===== src/hw/rtl/lcdnf_pkg.sv =====
// Shared types, codes and byte tables for the LCD number display formatter.
// No dependencies; used by lcdnf_bcd and lcd_number_display_formatter.
package lcdnf_pkg;

  // Function codes of a request
  localparam logic [2:0] FUNC_UDEC = 3'd0;
  localparam logic [2:0] FUNC_SDEC = 3'd1;
  localparam logic [2:0] FUNC_HEX  = 3'd2;
  localparam logic [2:0] FUNC_CHAR = 3'd3;
  localparam logic [2:0] FUNC_INIT = 3'd4;

  // Cursor line codes
  localparam logic [1:0] LINE_TOP = 2'd1;
  localparam logic [1:0] LINE_BOT = 2'd2;

  // Decimal digit limits
  localparam logic [3:0] MAX_DIGITS = 4'd10;
  localparam int BIN_W      = 17;                 // magnitude width, magnitudes up to 65535
  localparam int BCD_DIGITS = 5;                  // enough for 99999
  localparam int POS_W      = $clog2(BCD_DIGITS);
  localparam int ITER_W     = $clog2(BIN_W + 1);

  // LCD byte constants
  localparam logic [7:0] CMD_SET_DDRAM = 8'h80;
  localparam logic [7:0] ROW2_OFFSET   = 8'h40;
  localparam logic [7:0] CHR_ZERO      = 8'h30;
  localparam logic [7:0] CHR_X         = 8'h78;
  localparam logic [7:0] CHR_PLUS      = 8'h2B;
  localparam logic [7:0] CHR_MINUS     = 8'h2D;
  localparam logic [7:0] CHR_UPPER_A   = 8'h41;
  localparam logic [7:0] CMD_FUNC_SET  = 8'h38;
  localparam logic [7:0] CMD_DISP_ON   = 8'h0C;
  localparam logic [7:0] CMD_ENTRY     = 8'h06;
  localparam logic [7:0] CMD_CLEAR     = 8'h01;

  // Request word
  typedef struct packed {
    logic [2:0]  func;
    logic [1:0]  line;
    logic [5:0]  column;
    logic [15:0] value;
    logic [3:0]  digit_count;
  } lcdnf_req_t;

  // Result word
  typedef struct packed {
    logic       is_data;
    logic [7:0] bus_byte;
    logic       last;
  } lcdnf_rsp_t;

  // Uppercase ASCII hex digit
  function automatic logic [7:0] hex_char(input logic [3:0] nib);
    logic [7:0] r;
    if (nib < 4'd10) begin
      r = CHR_ZERO + {4'd0, nib};
    end else begin
      r = CHR_UPPER_A + {4'd0, nib} - 8'd10;
    end
    return r;
  endfunction

  // Four-command controller setup sequence
  function automatic logic [7:0] init_cmd(input logic [1:0] idx);
    logic [7:0] r;
    unique case (idx)
      2'd0: r = CMD_FUNC_SET;
      2'd1: r = CMD_DISP_ON;
      2'd2: r = CMD_ENTRY;
      2'd3: r = CMD_CLEAR;
      default: r = CMD_CLEAR;
    endcase
    return r;
  endfunction

endpackage


===== src/hw/rtl/lcdnf_bcd.sv =====
// Iterative binary to BCD converter (shift and add-3), one bit per cycle.
// Depends on lcdnf_pkg for widths.
module lcdnf_bcd (
  input  logic                                      clk,
  input  logic                                      rst,
  input  logic                                      load,
  input  logic [lcdnf_pkg::BIN_W-1:0]               bin,
  output logic                                      done,
  output logic [lcdnf_pkg::BCD_DIGITS-1:0][3:0]     bcd
);
  import lcdnf_pkg::*;

  logic [BIN_W-1:0]            bin_sr;
  logic [BCD_DIGITS-1:0][3:0]  bcd_adj;
  logic [ITER_W-1:0]           iter;

  // Add-3 correction on every nibble before the shift
  always_comb begin
    for (int d = 0; d < BCD_DIGITS; d++) begin
      bcd_adj[d] = (bcd[d] >= 4'd5) ? bcd[d] + 4'd3 : bcd[d];
    end
  end

  // Shift register and iteration count
  always_ff @(posedge clk) begin
    if (rst) begin
      iter <= '0;
      done <= 1'b0;
    end else begin
      done <= 1'b0;
      if (load) begin
        bin_sr <= bin;
        bcd    <= '0;
        iter   <= ITER_W'(BIN_W);
      end else if (iter != '0) begin
        {bcd, bin_sr} <= {bcd_adj[BCD_DIGITS-1:0], bin_sr} << 1;
        iter          <= iter - 1'b1;
        done          <= (iter == ITER_W'(1));
      end
    end
  end

  // Converter checks
  a_done_once: assert property (@(posedge clk) disable iff (rst)
    done |=> !done)
    else $error("bcd done held longer than one cycle");
  a_done_end: assert property (@(posedge clk) disable iff (rst)
    done |-> iter == '0)
    else $error("bcd done while iterations remain");
  a_load_count: assert property (@(posedge clk) disable iff (rst)
    load |=> iter == ITER_W'(BIN_W))
    else $error("bcd iteration count not loaded");

endmodule


===== src/hw/rtl/lcd_number_display_formatter.sv =====
// Top level of the LCD number display formatter: request sequencer and byte emitter.
// Depends on lcdnf_pkg and lcdnf_bcd.
//
// A request is taken when start is high and busy is low; busy then stays high
// until its last byte has been issued. Bytes come out one per cycle on result,
// each marked by strobe for exactly one cycle, and the final byte of a request
// carries last; the receiver must take every byte as it appears. Decimal modes
// first run the magnitude through a bit-serial binary to BCD converter, one bit
// per cycle, and the sequencer leaves conversion once the registered done of
// the converter reaches it. A request produces 0 to 12 bytes; one that
// produces no byte never raises busy.
module lcd_number_display_formatter (
  input  logic                   clk,
  input  logic                   rst,
  input  logic                   start,
  input  lcdnf_pkg::lcdnf_req_t  req,
  output logic                   busy,
  output logic                   strobe,
  output lcdnf_pkg::lcdnf_rsp_t  result
);
  import lcdnf_pkg::*;

  typedef enum logic [1:0] {S_IDLE, S_CONV, S_EMIT} state_t;

  state_t                     state;
  lcdnf_req_t                 req_q;
  logic [3:0]                 cnt;        // saturated digit count
  logic                       cur_pend;
  logic                       sign_pend;
  logic [3:0]                 j;          // body byte index
  logic [3:0]                 rem;        // bytes left to issue

  logic                       conv_load;
  logic                       conv_done;
  logic [BCD_DIGITS-1:0][3:0] bcd;
  logic [BIN_W-1:0]           mag;

  logic [3:0]                 cnt_in;
  logic                       has_cur;
  logic                       has_sign;
  logic [3:0]                 body_n;
  logic [3:0]                 total;
  logic                       is_dec;

  logic [7:0]                 col_off;
  logic [7:0]                 cur_byte;
  logic [3:0]                 pos;
  logic [3:0]                 digit;
  lcdnf_rsp_t                 word_next;

  // Request decode
  always_comb begin
    cnt_in   = (req.digit_count > MAX_DIGITS) ? MAX_DIGITS : req.digit_count;
    is_dec   = (req.func == FUNC_UDEC) || (req.func == FUNC_SDEC);
    has_cur  = (req.func <= FUNC_CHAR) && ((req.line == LINE_TOP) || (req.line == LINE_BOT));
    has_sign = (req.func == FUNC_SDEC) && (req.value != 16'd0);
    unique case (req.func)
      FUNC_UDEC, FUNC_SDEC: body_n = cnt_in;
      FUNC_HEX:             body_n = 4'd4;
      FUNC_CHAR:            body_n = 4'd1;
      FUNC_INIT:            body_n = 4'd4;
      default:              body_n = 4'd0;
    endcase
    total = body_n + {3'd0, has_cur} + {3'd0, has_sign};
    if ((req.func == FUNC_SDEC) && req.value[15]) begin
      mag = BIN_W'(17'h10000 - {1'b0, req.value});
    end else begin
      mag = {1'b0, req.value};
    end
  end

  assign conv_load = (state == S_IDLE) && start && is_dec && (total != 4'd0);
  assign busy      = (state != S_IDLE);

  lcdnf_bcd u_bcd (
    .clk  (clk),
    .rst  (rst),
    .load (conv_load),
    .bin  (mag),
    .done (conv_done),
    .bcd  (bcd)
  );

  // Byte selection for the current emit step
  always_comb begin
    col_off  = {2'd0, req_q.column} - 8'd1;
    cur_byte = (req_q.line == LINE_BOT) ? (CMD_SET_DDRAM | (col_off + ROW2_OFFSET))
                                        : (CMD_SET_DDRAM | col_off);
    pos      = cnt - 4'd1 - j;
    digit    = (pos < 4'(BCD_DIGITS)) ? bcd[pos[POS_W-1:0]] : 4'd0;
    word_next.last = (rem == 4'd1);
    if (cur_pend) begin
      word_next.is_data  = 1'b0;
      word_next.bus_byte = cur_byte;
    end else if (sign_pend) begin
      word_next.is_data  = 1'b1;
      word_next.bus_byte = req_q.value[15] ? CHR_MINUS : CHR_PLUS;
    end else begin
      word_next.is_data = 1'b1;
      unique case (req_q.func)
        FUNC_UDEC, FUNC_SDEC: word_next.bus_byte = CHR_ZERO + {4'd0, digit};
        FUNC_HEX: begin
          unique case (j[1:0])
            2'd0:    word_next.bus_byte = CHR_ZERO;
            2'd1:    word_next.bus_byte = CHR_X;
            2'd2:    word_next.bus_byte = hex_char(req_q.value[7:4]);
            default: word_next.bus_byte = hex_char(req_q.value[3:0]);
          endcase
        end
        FUNC_CHAR: word_next.bus_byte = req_q.value[7:0];
        FUNC_INIT: begin
          word_next.is_data  = 1'b0;
          word_next.bus_byte = init_cmd(j[1:0]);
        end
        default: word_next.bus_byte = 8'd0;
      endcase
    end
  end

  // Sequencer and registered result
  always_ff @(posedge clk) begin
    if (rst) begin
      state  <= S_IDLE;
      strobe <= 1'b0;
      rem    <= 4'd0;
    end else begin
      strobe <= 1'b0;
      unique case (state)
        S_IDLE: begin
          if (start) begin
            req_q     <= req;
            cnt       <= cnt_in;
            cur_pend  <= has_cur;
            sign_pend <= has_sign;
            j         <= 4'd0;
            rem       <= total;
            if (total != 4'd0) begin
              state <= is_dec ? S_CONV : S_EMIT;
            end
          end
        end
        S_CONV: begin
          if (conv_done) begin
            state <= S_EMIT;
          end
        end
        S_EMIT: begin
          strobe <= 1'b1;
          result <= word_next;
          rem    <= rem - 4'd1;
          if (cur_pend) begin
            cur_pend <= 1'b0;
          end else if (sign_pend) begin
            sign_pend <= 1'b0;
          end else begin
            j <= j + 4'd1;
          end
          if (rem == 4'd1) begin
            state <= S_IDLE;
          end
        end
        default: state <= S_IDLE;
      endcase
    end
  end

  // Sequencer checks
  a_last_gap: assert property (@(posedge clk) disable iff (rst)
    (strobe && result.last) |=> !strobe)
    else $error("word issued right after a last word");
  a_emit_rem: assert property (@(posedge clk) disable iff (rst)
    (state == S_EMIT) |-> (rem != 4'd0))
    else $error("emit with no bytes left");
  a_conv_quiet: assert property (@(posedge clk) disable iff (rst)
    (state == S_CONV) |=> !strobe)
    else $error("word issued during conversion");
  a_last_idle: assert property (@(posedge clk) disable iff (rst)
    (strobe && result.last) |-> (state == S_IDLE))
    else $error("last word issued while still emitting");

endmodule

===== config.mk =====
export PLATFORM = sky130hd
export DESIGN_NAME = lcd_number_display_formatter
export DESIGN_NICKNAME = d
export VERILOG_FILES = /design/src/hw/rtl/lcdnf_pkg.sv /design/src/hw/rtl/lcdnf_bcd.sv /design/src/hw/rtl/lcd_number_display_formatter.sv
export SDC_FILE = /design/constraint.sdc
export NUM_CORES = 1
export LEC_CHECK = 0
export BUFFER_PORTS_ARGS = -buffer_cell sky130_fd_sc_hd__clkbuf_2
export CORE_AREA = 10 10 126 128
export CTS_BUF_LIST = sky130_fd_sc_hd__clkbuf_8
export DETAILED_ROUTE_END_ITERATION = 10
export DIE_AREA = 0 0 136 138
export PLACE_DENSITY = 0.58
export SETUP_SLACK_MARGIN = 0.05
export SYNTH_ARGS = -nofsm -noshare
export SYNTH_HDL_FRONTEND = slang
export SYNTH_SLANG_ARGS = --single-unit

===== constraint.sdc =====
create_clock -name clk -period 6.48 [get_ports clk]
set_clock_uncertainty 0.1 [all_clocks]
set_input_delay 0 -clock clk [delete_from_list [all_inputs] [get_ports clk]]
set_output_delay 0 -clock clk [all_outputs]
set_load 0.01 [all_outputs]

==> out/qor.txt <==
Yosys Warn Count -> 0
Slew headroom -> 32.6%
Levels on crit path -> 15
Worst R2R Start -> j[0]
Inserted Clock Buffers -> 9
std cell rows -> 43
CP delay by family, top -> simple AND/OR/NAND/NOR gates
status -> completed
post-synthesis async set-or-reset flop share -> 0%
Final setup viols -> 0
Filler cells -> 1256
Arr. time, crit path -> 4720 ps
most common cell after layout, fill and taps aside -> edfxtp_1
critical path cell sequence -> dlygate4sd3_1, clkbuf_2, or3_4, or4_4, or4_4, nand3_2, fa_1, inv_1, ha_1, or4b_1, o311a_1, nand4_1, nand3_1, a31oi_4, buf_4
die area -> 18800 um2
synth top area cells -> edfxtp_1 (44%), ha_1 (6.4%), dfxtp_1 (4.9%)
1st-iter DRT viols -> 236
Detailed Place HPWL -> 9090 um
Leak -> 0.00237 uW
Routed Antenna Nets -> 0
Yosys reg bits -> 90
wire per inst -> 15.8 um
drt first pass iters -> 5
peak supply drop -> 178 uV
net count after synthesis -> 564
Internal -> 1300 uW
Root Buffer -> clkbuf_8
share of cells above drive strength 1 -> 16.1%
cell area after synthesis -> 5280 um2
post-layout min period -> 4760 ps
CTS tree -> yes
Worst-Margin Slew -> 1010 ps
critical path's most frequent cell -> or4_4
I/O pin total -> 46
n_diodes -> 0
Worst path max stage delay -> 580 ps
PD cells -> 319 nW/um2
CP Max Fanout -> 23
GRT overflow -> 0
post-DR vias/cell -> 5.20
Die Height -> 138 um
Max-cap violations -> 0
die width -> 136 um
Cell variety after synth -> 62
Main synth FF type -> edfxtp_1
Gate power share -> 32.6%
Layout area overhead -> 18.2%
post-CTS setup repair buffer count -> 0
clk buf depth -> 2
Initial Utilization -> 39.1%
Max Slew Vio Count -> 0
routed wire length -> 12000 um
EDFF count, synth -> 77
overall power consumption -> 1990 uW
RSZ-0062 raised after global routing -> no
Post-route DRC -> 0
Clock Sinks -> 90
worst hold path type -> input port to register
commonest non-fill, non-tap cells in the layout -> edfxtp_1 (77), nor2_1 (47), clkbuf_2 (45), inv_1 (39), a21oi_1 (38)
cell count after synthesis -> 501
Critical Path Sink -> u_bcd.bin_sr[14]
clock latency on the worst-skew pair -> 370 ps
port buffer count -> 45
period utilization -> 73.5%
Crit. End Element -> register
Core Area -> 13500 um2
WP data required -> 6440 ps
crit path kind -> input port to register
worst r2r path cells -> 9
flop2flop setup slack -> 3440 ps
final hold vios -> 0
Worst Path Buf+Inv -> 4
largest net degree at the start of global routing -> 25
critical path's slowest cell -> a31oi_4
final setup TNS -> 0 ps
Nets -> 642
Flop pwr share -> 48.1%
end of the worst register-to-register path -> result[3]
Seq/Total Area, Yosys -> 48.7%
via count -> 3965
cell taking the most area after synthesis -> edfxtp_1
vias in the first global route -> 3940
syn_area_per_cell -> 10.5 um2
fmax -> 210 MHz
post-synth top area share -> 43.8%
startpoint types -> input port
Placer Congestion -> 0.785
all-layer global routing usage -> 13.1%
crit path launch -> req[11]
P_sw -> 687 uW
Multi-input gate area -> 2520 um2
Clk pin slew, worst setup/hold paths -> 90 ps
switching share of power -> 34.5%
first-pass GRT wire length -> 19800 um
FF/Latch Area -> 2570 um2
initial antenna violation count -> 0
htree depth -> 3
clock network fraction of total power -> 19.3%
[how the worst min path moves through the flow]
stage               startpoint   endpoint  slack (ps)  cells past startpoint
finish                 req[23]  req_q[23]         240                      2
global route           req[20]  req_q[20]         240                      2
CTS                    req[23]  req_q[23]         230                      2
detailed placement     req[21]  req_q[21]          80                      1
global placement       req[23]  req_q[23]          80                      1
floorplan              req[10]  req_q[10]          -1                      0
[flip-flops by register name, summed over array words and instances, names as in the netlist, 2 cells and up]
register      cells
u_bcd.iter        5
req_q            20
cnt               4
result           10
u_bcd.bin_sr     17
rem               4
j                 4
u_bcd.bcd        20
state             2
[logic make-up after synthesis]
family	Yosys count	share of synthesized area [%]
mux	21	5.31
simple gates	160	15.4
flops	90	48.7
buf+inv	54	3.98
fa+ha+maj	29	7.15
compound gates	113	13.8
xor+xnor	34	5.64
[power groups by stage]
| stage | Clock, uW | Sequential, uW | Combinational, uW |
|---|---|---|---|
| finish | 385 | 957 | 648 |
| global route | 418 | 977 | 741 |
| CTS | 395 | 958 | 654 |
| detailed placement | 0 | 970 | 632 |
| global placement | 0 | 964 | 606 |
| floorplan | 0 | 928 | 489 |
[per-stage QoR]
step / setup slack [ps] / hold WS (ps) / area [um2] / instances / utilization (%)
after floorplan: 1040 / -1.13 / 5280 / 501 / -
after CTS: 1700 / 228 / 6240 / 763 / 46.2
after global routing: 1500 / 242 / 6240 / 763 / 46.2
after detailed placement: 1830 / 78.7 / 5710 / 714 / 42.3
after global placement: 1990 / 78.2 / 5710 / 714 / 42.3
final: 1720 / 245 / 6240 / 763 / 46.2
[synthesized netlist by cell type (all sizes together), types with 16 or more instances]
| cell type | instances |
|---|---|
| nand2b | 16 |
| ha | 27 |
| edfxtp | 77 |
| nor2 | 50 |
| a21oi | 38 |
| xnor2 | 21 |
| mux2 | 16 |
| nand2 | 32 |
| o21ai | 25 |
| nor3 | 16 |
| inv | 39 |
[routing by layer]
metal	share of wire [%]	track usage, %
met1	47	17.0
met2	49	21.0
met3	3.5	3.08
met4	1.5	3.98
met5	0	0
[repair_timing]
action,4_1_cts,5_1_grt
endpoints found under the hold margin,41,0
resized for setup,0,0
hold buffers,34,0
[final cells by class]
class | count | area share, %
clock inverter | 6 | 1.10
clock buffer | 9 | 1.98
multi-input combinational | 357 | 40.3
timing repair buffer | 82 | 9.42
sequential | 90 | 41.2
inverter | 39 | 2.35
tap | 180 | 3.61
Note: power is estimated with default switching activity, not from simulation.
